## src/rtl/kbd6kro_pkg.sv

```systemverilog
`timescale 1ns / 1ps

package kbd6kro_pkg;

    localparam int NUM_KEY_SLOTS = 6;
    localparam int REPORT_KEYS   = 6;
    localparam int KEY_W         = 8;
    localparam int MOD_W         = 8;
    localparam int FUNC_W        = 3;
    localparam int STATUS_W      = 2;
    localparam int COUNT_W       = 3;

    typedef enum logic [FUNC_W-1:0] {
        FUNC_KEY_DOWN    = 3'd0,
        FUNC_KEY_UP      = 3'd1,
        FUNC_RELEASE_ALL = 3'd2,
        FUNC_BUS_RESET   = 3'd3,
        FUNC_CONFIGURED  = 3'd4,
        FUNC_QUERY       = 3'd5
    } func_t;

    typedef enum logic [STATUS_W-1:0] {
        STATUS_OK             = 2'd0,
        STATUS_NOT_CONFIGURED = 2'd1,
        STATUS_TABLE_FULL     = 2'd2
    } status_t;

    // command broadcast to every slot cell
    typedef struct packed {
        logic             clear;
        logic             insert;
        logic             remove;
        logic             code_nz;
        logic [KEY_W-1:0] code;
    } cell_cmd_t;

    // signals rippled from one cell to the next
    typedef struct packed {
        logic hit;
        logic claimed;
        logic hit_next;
    } cell_chain_t;

endpackage

```

## src/rtl/kbd6kro_if.sv

```systemverilog
`timescale 1ns / 1ps

interface kbd6kro_req_if;
    logic       valid;
    logic       ready;
    logic [2:0] func;
    logic [7:0] modifier_bits;
    logic [7:0] keycode;

    modport source (output valid, func, modifier_bits, keycode, input ready);
    modport sink   (input valid, func, modifier_bits, keycode, output ready);
endinterface

interface kbd6kro_rsp_if;
    logic       valid;
    logic       ready;
    logic [1:0] status;
    logic       send_report;
    logic [7:0] report_modifier;
    logic [7:0] report_key0;
    logic [7:0] report_key1;
    logic [7:0] report_key2;
    logic [7:0] report_key3;
    logic [7:0] report_key4;
    logic [7:0] report_key5;
    logic [2:0] pressed_count;
    logic       key_hit;

    modport source (
        output valid, status, send_report, report_modifier,
               report_key0, report_key1, report_key2, report_key3,
               report_key4, report_key5, pressed_count, key_hit,
        input  ready
    );
    modport sink (
        input  valid, status, send_report, report_modifier,
               report_key0, report_key1, report_key2, report_key3,
               report_key4, report_key5, pressed_count, key_hit,
        output ready
    );
endinterface

```

## src/rtl/kbd6kro_slot_cell.sv

```systemverilog
`timescale 1ns / 1ps

module kbd6kro_slot_cell
    import kbd6kro_pkg::*;
(
    input  logic             clk,
    input  logic             rst_n,
    input  cell_cmd_t        cmd,
    input  cell_chain_t      chain_in,
    output cell_chain_t      chain_out,
    output logic [KEY_W-1:0] slot
);

    logic [KEY_W-1:0] slot_reg;
    logic [KEY_W-1:0] slot_next;
    logic             match;
    logic             empty;

    assign match = cmd.code_nz && (slot_reg == cmd.code);
    assign empty = (slot_reg == '0);

    always_comb
    begin
        slot_next = slot_reg;
        if (cmd.clear)
        begin
            slot_next = '0;
        end
        else if (cmd.insert && empty && !chain_in.claimed)
        begin
            // lowest empty slot takes the new code
            slot_next = cmd.code;
        end
        else if (cmd.remove && match && !chain_in.hit)
        begin
            slot_next = '0;
        end
    end

    assign chain_out.hit      = chain_in.hit | match;
    assign chain_out.claimed  = chain_in.claimed | empty;
    assign chain_out.hit_next = chain_in.hit_next
                              | (cmd.code_nz && (slot_next == cmd.code));

    always_ff @(posedge clk or negedge rst_n)
    begin
        if (!rst_n)
        begin
            slot_reg <= '0;
        end
        else
        begin
            slot_reg <= slot_next;
        end
    end

    assign slot = slot_reg;

endmodule

```

## src/rtl/keyboard_6kro_report_tracker.sv

```systemverilog
`timescale 1ns / 1ps

// channel | role | payload
// --------+------+--------------------------------------------------------------
// req     | sink | func, modifier_bits, keycode
// rsp     | src  | status, send_report, report_modifier, report_key0..5,
//         |      | pressed_count, key_hit
//
// one transfer on req per cycle; its result is registered and shown on rsp
// the next cycle. the whole update is combinational through a ripple of six
// slot cells (match, lowest-empty pick and post-update hit are chained).
// req.ready drops only while a result waits in the output register and
// rsp.ready is low; a new transfer is taken in the cycle the result leaves.
// reset clears the modifier, all slots, the count and the configured flag.

module keyboard_6kro_report_tracker
    import kbd6kro_pkg::*;
(
    input  logic clk,
    input  logic rst_n,
    kbd6kro_req_if.sink   req,
    kbd6kro_rsp_if.source rsp
);

    // tracker state
    logic [MOD_W-1:0]   mod_reg;
    logic [MOD_W-1:0]   mod_next;
    logic [COUNT_W-1:0] count_reg;
    logic [COUNT_W-1:0] count_next;
    logic               cfg_reg;
    logic               cfg_next;

    // result register
    logic               rsp_valid_reg;
    status_t            status_reg;
    status_t            status_next;
    logic               send_reg;
    logic               send_next;
    logic [MOD_W-1:0]   rmod_reg;
    logic [COUNT_W-1:0] rcount_reg;
    logic               hit_reg;

    logic               accept;
    func_t              func;
    cell_cmd_t          cmd;
    cell_chain_t        chain [NUM_KEY_SLOTS+1];
    logic [KEY_W-1:0]   slot_val [NUM_KEY_SLOTS];
    logic [KEY_W-1:0]   key_view [REPORT_KEYS];
    logic               present;
    logic               full;
    logic [NUM_KEY_SLOTS-1:0] slot_used;

    assign req.ready = !rsp_valid_reg || rsp.ready;
    assign accept    = req.valid && req.ready;
    assign func      = func_t'(req.func);

    assign chain[0] = '0;
    assign present  = chain[NUM_KEY_SLOTS].hit;
    assign full     = !chain[NUM_KEY_SLOTS].claimed;

    // slot cell row, each cell keeps one keycode
    for (genvar i = 0; i < NUM_KEY_SLOTS; i++)
    begin : g_cell
        kbd6kro_slot_cell u_cell (
            .clk       (clk),
            .rst_n     (rst_n),
            .cmd       (cmd),
            .chain_in  (chain[i]),
            .chain_out (chain[i+1]),
            .slot      (slot_val[i])
        );
        assign slot_used[i] = (slot_val[i] != '0);
    end

    // slots beyond the configured row read as empty
    for (genvar k = 0; k < REPORT_KEYS; k++)
    begin : g_view
        if (k < NUM_KEY_SLOTS)
        begin : g_live
            assign key_view[k] = slot_val[k];
        end
        else
        begin : g_zero
            assign key_view[k] = '0;
        end
    end

    // function decode
    always_comb
    begin
        mod_next    = mod_reg;
        count_next  = count_reg;
        cfg_next    = cfg_reg;
        status_next = STATUS_OK;
        send_next   = 1'b0;
        cmd.clear   = 1'b0;
        cmd.insert  = 1'b0;
        cmd.remove  = 1'b0;
        cmd.code_nz = (req.keycode != '0);
        cmd.code    = req.keycode;
        if (accept)
        begin
            unique case (func)
                FUNC_KEY_DOWN:
                begin
                    if (!cfg_reg)
                    begin
                        status_next = STATUS_NOT_CONFIGURED;
                    end
                    else
                    begin
                        mod_next = mod_reg | req.modifier_bits;
                        if (cmd.code_nz && !present)
                        begin
                            if (full)
                            begin
                                status_next = STATUS_TABLE_FULL;
                            end
                            else
                            begin
                                cmd.insert = 1'b1;
                                count_next = COUNT_W'(count_reg + 1'b1);
                            end
                        end
                        send_next = (status_next == STATUS_OK);
                    end
                end
                FUNC_KEY_UP:
                begin
                    if (!cfg_reg)
                    begin
                        status_next = STATUS_NOT_CONFIGURED;
                    end
                    else
                    begin
                        mod_next   = mod_reg & ~req.modifier_bits;
                        cmd.remove = 1'b1;
                        if (present && (count_reg != '0))
                        begin
                            count_next = COUNT_W'(count_reg - 1'b1);
                        end
                        send_next = 1'b1;
                    end
                end
                FUNC_RELEASE_ALL:
                begin
                    cmd.clear  = 1'b1;
                    mod_next   = '0;
                    count_next = '0;
                    if (cfg_reg)
                    begin
                        send_next = 1'b1;
                    end
                    else
                    begin
                        status_next = STATUS_NOT_CONFIGURED;
                    end
                end
                FUNC_BUS_RESET:
                begin
                    cmd.clear  = 1'b1;
                    mod_next   = '0;
                    count_next = '0;
                    cfg_next   = 1'b0;
                end
                FUNC_CONFIGURED:
                begin
                    cmd.clear  = 1'b1;
                    mod_next   = '0;
                    count_next = '0;
                    cfg_next   = 1'b1;
                end
                default:
                begin
                    // query and unused codes leave the state alone
                end
            endcase
        end
    end

    always_ff @(posedge clk or negedge rst_n)
    begin
        if (!rst_n)
        begin
            mod_reg       <= '0;
            count_reg     <= '0;
            cfg_reg       <= 1'b0;
            rsp_valid_reg <= 1'b0;
        end
        else
        begin
            mod_reg   <= mod_next;
            count_reg <= count_next;
            cfg_reg   <= cfg_next;
            if (accept)
            begin
                rsp_valid_reg <= 1'b1;
            end
            else if (rsp.ready)
            begin
                rsp_valid_reg <= 1'b0;
            end
        end
    end

    // result payload, slots shown after the update lands
    always_ff @(posedge clk)
    begin
        if (accept)
        begin
            status_reg <= status_next;
            send_reg   <= send_next;
            rmod_reg   <= mod_next;
            rcount_reg <= count_next;
            hit_reg    <= chain[NUM_KEY_SLOTS].hit_next;
        end
    end

    // report keys read the slot registers directly; they only change on a
    // new transfer, so they hold still while the result waits
    assign rsp.valid           = rsp_valid_reg;
    assign rsp.status          = status_reg;
    assign rsp.send_report     = send_reg;
    assign rsp.report_modifier = rmod_reg;
    assign rsp.report_key0     = key_view[0];
    assign rsp.report_key1     = key_view[1];
    assign rsp.report_key2     = key_view[2];
    assign rsp.report_key3     = key_view[3];
    assign rsp.report_key4     = key_view[4];
    assign rsp.report_key5     = key_view[5];
    assign rsp.pressed_count   = rcount_reg;
    assign rsp.key_hit         = hit_reg;

    // count tracks the occupied slots
    a_count_matches_slots: assert property (@(posedge clk) disable iff (!rst_n)
        $countones(slot_used) == int'(count_reg))
        else $error("pressed count does not match occupied slots");

    a_count_bounded: assert property (@(posedge clk) disable iff (!rst_n)
        int'(count_reg) <= NUM_KEY_SLOTS)
        else $error("pressed count above slot count");

    a_bus_reset_unconfigures: assert property (@(posedge clk) disable iff (!rst_n)
        accept && (req.func == FUNC_BUS_RESET) |=> !cfg_reg)
        else $error("bus reset left the configured flag set");

    a_full_no_report: assert property (@(posedge clk) disable iff (!rst_n)
        rsp_valid_reg && (status_reg == STATUS_TABLE_FULL) |-> !send_reg)
        else $error("report requested on a full table");

    a_unconfigured_no_change: assert property (@(posedge clk) disable iff (!rst_n)
        accept && !cfg_reg
        && ((req.func == FUNC_KEY_DOWN) || (req.func == FUNC_KEY_UP))
        |=> $stable(count_reg) && $stable(mod_reg))
        else $error("key change taken while unconfigured");

endmodule
```

## src/flat_wrapper.sv

```systemverilog
// flat-port wrapper written by rule: the top's interface ports become plain ports
module keyboard_6kro_report_tracker_flat import kbd6kro_pkg::*;
  (clk, rst_n, req_valid, req_func, req_modifier_bits, req_keycode, req_ready, rsp_valid, rsp_status, rsp_send_report, rsp_report_modifier, rsp_report_key0, rsp_report_key1, rsp_report_key2, rsp_report_key3, rsp_report_key4, rsp_report_key5, rsp_pressed_count, rsp_key_hit, rsp_ready);
  kbd6kro_req_if req_i ();
  kbd6kro_rsp_if rsp_i ();
  input  logic clk;
  input  logic rst_n;
  input wire logic [$bits(req_i.valid)-1:0] req_valid;
  input wire logic [$bits(req_i.func)-1:0] req_func;
  input wire logic [$bits(req_i.modifier_bits)-1:0] req_modifier_bits;
  input wire logic [$bits(req_i.keycode)-1:0] req_keycode;
  output wire logic [$bits(req_i.ready)-1:0] req_ready;
  output wire logic [$bits(rsp_i.valid)-1:0] rsp_valid;
  output wire logic [$bits(rsp_i.status)-1:0] rsp_status;
  output wire logic [$bits(rsp_i.send_report)-1:0] rsp_send_report;
  output wire logic [$bits(rsp_i.report_modifier)-1:0] rsp_report_modifier;
  output wire logic [$bits(rsp_i.report_key0)-1:0] rsp_report_key0;
  output wire logic [$bits(rsp_i.report_key1)-1:0] rsp_report_key1;
  output wire logic [$bits(rsp_i.report_key2)-1:0] rsp_report_key2;
  output wire logic [$bits(rsp_i.report_key3)-1:0] rsp_report_key3;
  output wire logic [$bits(rsp_i.report_key4)-1:0] rsp_report_key4;
  output wire logic [$bits(rsp_i.report_key5)-1:0] rsp_report_key5;
  output wire logic [$bits(rsp_i.pressed_count)-1:0] rsp_pressed_count;
  output wire logic [$bits(rsp_i.key_hit)-1:0] rsp_key_hit;
  input wire logic [$bits(rsp_i.ready)-1:0] rsp_ready;
  assign req_i.valid = req_valid;
  assign req_i.func = req_func;
  assign req_i.modifier_bits = req_modifier_bits;
  assign req_i.keycode = req_keycode;
  assign req_ready = req_i.ready;
  assign rsp_valid = rsp_i.valid;
  assign rsp_status = rsp_i.status;
  assign rsp_send_report = rsp_i.send_report;
  assign rsp_report_modifier = rsp_i.report_modifier;
  assign rsp_report_key0 = rsp_i.report_key0;
  assign rsp_report_key1 = rsp_i.report_key1;
  assign rsp_report_key2 = rsp_i.report_key2;
  assign rsp_report_key3 = rsp_i.report_key3;
  assign rsp_report_key4 = rsp_i.report_key4;
  assign rsp_report_key5 = rsp_i.report_key5;
  assign rsp_pressed_count = rsp_i.pressed_count;
  assign rsp_key_hit = rsp_i.key_hit;
  assign rsp_i.ready = rsp_ready;
  keyboard_6kro_report_tracker u_core (.clk(clk), .rst_n(rst_n), .req(req_i), .rsp(rsp_i));
endmodule
```

## config.mk

```make
export PLATFORM = sky130hd
export DESIGN_NAME = keyboard_6kro_report_tracker_flat
export DESIGN_NICKNAME = d
export VERILOG_FILES = /design/src/rtl/kbd6kro_pkg.sv /design/src/rtl/kbd6kro_if.sv /design/src/rtl/kbd6kro_slot_cell.sv /design/src/rtl/keyboard_6kro_report_tracker.sv /design/src/flat_wrapper.sv
export SDC_FILE = /design/constraint.sdc
export NUM_CORES = 1
export LEC_CHECK = 0
export CELL_PAD_IN_SITES_DETAIL_PLACEMENT = 1
export CELL_PAD_IN_SITES_GLOBAL_PLACEMENT = 2
export CORE_ASPECT_RATIO = 1.25
export CORE_MARGIN = 2
export CORE_UTILIZATION = 39
export CTS_CLUSTER_SIZE = 16
export DETAILED_ROUTE_END_ITERATION = 8
export DONT_BUFFER_PORTS = 1
export GPL_TIMING_DRIVEN = 0
export PLACE_DENSITY_LB_ADDON = 0.15
export REMOVE_ABC_BUFFERS = 1
export SLEW_MARGIN = 20
export SYNTH_ARGS = -nofsm -noshare
export SYNTH_HDL_FRONTEND = slang
export SYNTH_SLANG_ARGS = --single-unit
```

## constraint.sdc

```tcl
create_clock -name clk -period 3.8 [get_ports clk]
set_input_delay 0.95 -clock clk [delete_from_list [all_inputs] [get_ports clk]]
set_output_delay 0.95 -clock clk [all_outputs]
set_load 0.1 [all_outputs]
```

**Word level (Yosys, flattened, before mapping)**

Cells that the tools add are included.

- Bits in registers: 76
- Input port bits: 23
- Output and inout bits: 65
- Logic and storage cells: 166

- Add/subtract/negate cells: 2
- Equality and inequality tests: 16
- Muxes and demuxes: 50
- Bitwise operators: 18
- Reductions and logical operators: 65

Operator list:

| operator | count |
|---|---|
| 2-to-1 mux 8 bit | 21 |
| equality test 8 bit | 12 |
| zero test 8 bit | 6 |
| logical AND 1 bit | 37 |
| case mux 8 bit (3 select lines) | 1 |
| 2-to-1 mux 3 bit | 7 |
| OR 1 bit | 15 |
| zero test 1 bit | 12 |
| 2-to-1 mux 2 bit | 6 |
| 2-to-1 mux 1 bit | 11 |
| case mux 3 bit (3 select lines) | 1 |
| AND 8 bit | 1 |
| NOT 8 bit | 1 |
| OR 8 bit | 1 |
| nonzero test 8 bit | 1 |
| equality test 3 x 2 -> 1 bit (second input constant) | 2 |
| case mux 1 bit (2 select lines) | 2 |
| case mux 2 bit (2 select lines) | 1 |
| nonzero test 2 bit | 2 |
| adder 3 x 1 -> 3 bit (second input constant) | 1 |
| equality test 3 x 1 -> 1 bit (second input constant) | 1 |
| equality test 3 bit (second input constant) | 1 |
| zero test 3 bit | 1 |
| nonzero test 3 bit | 1 |
| 6 further kinds | 6 |

**Depth between registers and ports, before layout**

- Depth after elaboration: 25
- Depth in mapped cells: 12
- Gate-level depth less buffers: 9

**Hierarchy**

A second synthesis with hierarchy kept.

- Cells, all modules: 569
- Area total of the unflattened synthesis: 5277.6 µm²

By module, submodules not included:

| module | instances | cells each | area an instance (µm²) |
|---|---|---|---|
| kbd6kro_slot_cell | 6 | 75 | 654.4 |
| keyboard_6kro_report_tracker | 1 | 119 | 1351.3 |

**Worst setup path after synthesis**

Ideal clock, no wire load.

- Path kind: input to register
- Start: input port rsp_ready
- End: register u_core.hit_reg, in the netlist u_core.rsp.key_hit, data pin
- Library setup time: 259 ps
- Arrival: 4007 ps
- Slack: -466 ps
- Stages: 10
- Cell sequence: nand2b_1 nand2_1 nor3_4 nand4_2 or3_1 buf_2 o221ai_1 o21bai_1 a2111o_1 o31a_1

RTL lines:

| what | line | RTL |
|---|---|---|
| start, declared | flat_wrapper.sv:25 | `input wire logic [$bits(rsp_i.ready)-1:0] rsp_ready;` |
| end signal, assigned | keyboard_6kro_report_tracker.sv:215 | `hit_reg <= chain[NUM_KEY_SLOTS].hit_next;` |
| end, declared | keyboard_6kro_report_tracker.sv:41 | `logic hit_reg;` |

==> flow_summary.ini <==
[run_status]
status = complete, no violations

[synth]
synth_area_leader_cell = dfrtp_1
synth_top_family_by_area = simple AND/OR/NAND/NOR gates
synth-main-ff-cell = dfrtp_1
synthMuxAreaShare_pct = 0.624
synth_compound_area_share_pct = 20.8
synth_edf_count = 15
synth_area_per_cell_sq_um = 8.98
seq_area_frac_synth_pct = 41.1
yosys.area.top_type_share_pct = 31.7
ys_seq_elements = 76
synth-xor-area-share_pct = 7.28
synth.area.top_cells = dfrtp_1, edfxtp_1, a22oi_1, nor2_1, xnor2_1
syn_area_sq_um = 4810
async_flop_share_pct = 80.3
synthAdderAreaFrac_pct = 0.780
synthCells = 536
yosysUniqueCellTypes = 73
ys_warn_count = 0
yosys.area_share.simple_pct = 24.2

[sta]
finClkSkew_ns = 0.00743
tns_ns = 0
slew_violations = 0
worst_pin_slew_ns = 1.09
max_freq_mhz = 275
rsz0062_at_grt = no
max_slew_margin_pct = 27.4
finalCritPeriodShare_pct = 95.6
hold_viol_final = 0
min_period_ns = 3.63
layout_setup_ws_ns = 0.168
setup_viol = 0

[placement]
dpl_worst_slack_ns = -1.14
portBuffers = 0
gp_congestion = 0.836
hpwl_mm = 10.7

[power_and_ir_drop]
swShare_pct = 40.6
powerDensity_nw_per_um2 = 484
seqPwrFrac_pct = 54.4
leakagePower_nw = 2.07
ir_worst_vdd_mv = 0.186
combPwrFrac_pct = 14.3
pwr-share-clk_pct = 31.3
netSwitchingPower_mw = 1.03
p_int_mw = 1.50
power_mw = 2.53

[worst_setup_path]
worstPathArrival_ns = 3.71
required_ns = 3.88
critical_path.max_fanout = 9
rr_worst_depth = 9
crit_type = reg2reg
critPathLaunchType = flip-flop
end_kind = flip-flop

[global_route]
grt_use_total_pct = 24.7
gr-total-overflow = 0
grt_max_degree = 62
grt_pass1_wl_mm = 24.9
first_global_vias = 4479
antenna_found_initial = 0

[layout]
syn_to_final_growth_pct = 8.69
post-route-util_pct = 43.2
n_antenna_cell = 0
nets = 538
drive_gt1_share_pct = 14.5
final_common_cell = nor2_1
mostFrequentLayoutCells = nor2_1, a22oi_1, nand2_1
largest_register_ffs = 48

[clock_tree]
clock_sinks = 76
cts_max_level = 3
clock-root-buffer = clkbuf_16
clk_pin_slew_ns = 0.06
clk_latency_ns = 0.34
postCtsHoldBufs = 0
cts_tree = done
cts_buffers = 9
clockBufferDepth = 2

[die]
die_h_um = 128
dieArea_sq_um = 13200
ios = 88
die_w_um = 103
initial_core_util_pct = 39.7
fp.coreArea_sq_um = 12100
rows = 45

[hold_path]
hold_class = in2async

[routing]
ant_nets = 0
drt-initial-drc-count = 225
via_per_inst = 6.14
wirelength_mm = 15.7
firstDrtPassIters = 5
post_drt_wl_per_cell_um = 23.1
drc = 0
dr_total_vias = 4179

[flow_run]
drv_cap = 0
critical path, stage by stage (launching register included):
cell,delay (ns)
dfrtp_2,0.75
xor2_1,0.14
nor4_1,0.60
nand2_1,0.32
nand4_4,0.23
nor2_2,0.06
and3b_1,0.31
o21bai_1,0.24
a2111o_1,0.43
o31a_1,0.27
synthesized netlist by cell type, types with 2 or more instances:
master     count
nor2b_1       11
edfxtp_1      15
buf_4          6
a31oi_1        5
buf_2          6
clkbuf_1      24
nand4_1        9
a2111oi_0      2
a22o_1         7
o22ai_1        8
nor2_1        70
xnor2_1       22
nand2_1       38
a22oi_1       44
mux2i_1        3
a222oi_1       2
nor3b_1        4
a21o_1         3
or2_2          3
nand2b_1      13
a21boi_0       3
ha_1           3
o21a_1         4
a2111o_1       2
a21oi_1       27
nor4_1        22
or3_1          3
o21ai_0       12
dfrtp_1       61
o31ai_1        2
or4_1          5
inv_1         15
and3_1         3
o21ai_1        2
o32ai_1        2
and2_1         3
nand3_1        6
a221o_1        2
nor3_1         7
buf_6          2
o21bai_1       5
xor2_1        18
o211ai_1       2
kinds of logic after synthesis:
group,count (synthesis)
and+or+nand+nor,216
AOI/OAI and AO/OA,143
DFF,76
buffers and inverters,55
xor gates and xnor gates,40
muxes,3
adders and majority gates,3
worst paths after layout:
path / startpoint / to / slack (ns)
worst max-delay path: u_core.g_cell[1].u_cell.slot[2] / u_core.rsp.key_hit / 0.17
worst min-delay path: rst_n / u_core.mod_reg[3] / 0.30
worst max register to register: u_core.g_cell[1].u_cell.slot[2] / u_core.rsp.key_hit / 0.17
worst min register to register: u_core.mod_reg[3] / u_core.mod_reg[3] / 0.53
max in group asynchronous: rst_n / u_core.g_cell[4].u_cell.slot[4] / 3.37
min in group clk: u_core.mod_reg[3] / u_core.mod_reg[3] / 0.53
routing by layer:
layer,GRT usage (%),share of wire (%)
met1,30.8,42
met5,0,0
met4,9.98,2.7
met3,5.13,5.0
met2,41.3,50
power by group through the flow:
stage,Clock [mW],Sequential [mW],Combinational [mW]
6_report,0.792,1.38,0.362
3_3_place_gp,0,1.38,0.341
4_1_cts,0.810,1.38,0.362
2_1_floorplan,0,1.35,0.277
3_5_place_dp,0,1.39,0.360
5_1_grt,0.845,1.39,0.404
through the flow:
stage          cells  cell area [sq um]  hold slack (ns)
3_5_place_dp     664               4880            0.518
6_report         681               5230            0.297
5_1_grt          681               5230            0.282
2_1_floorplan    497               4620            0.487
3_3_place_gp     661               4820            0.500
4_1_cts          680               5180            0.285
area by class of cell:
type	count	area, sq um
multi-input combinational	405	2630
fill	1413	6880
clock inverter	5	38.8
timing repair buffer	4	40.0
clock buffer	11	233
sequential	76	2030
tap	164	205
inverter	16	60.1
timing repair:
action | in CTS | in global routing
pin swaps | 0 | 1
setup buffers | 0 | 1
gates resized for setup | 22 | 21
endpoints found under the setup margin | 20 | 1
No activity file was read; power rests on OpenSTA's default activity.
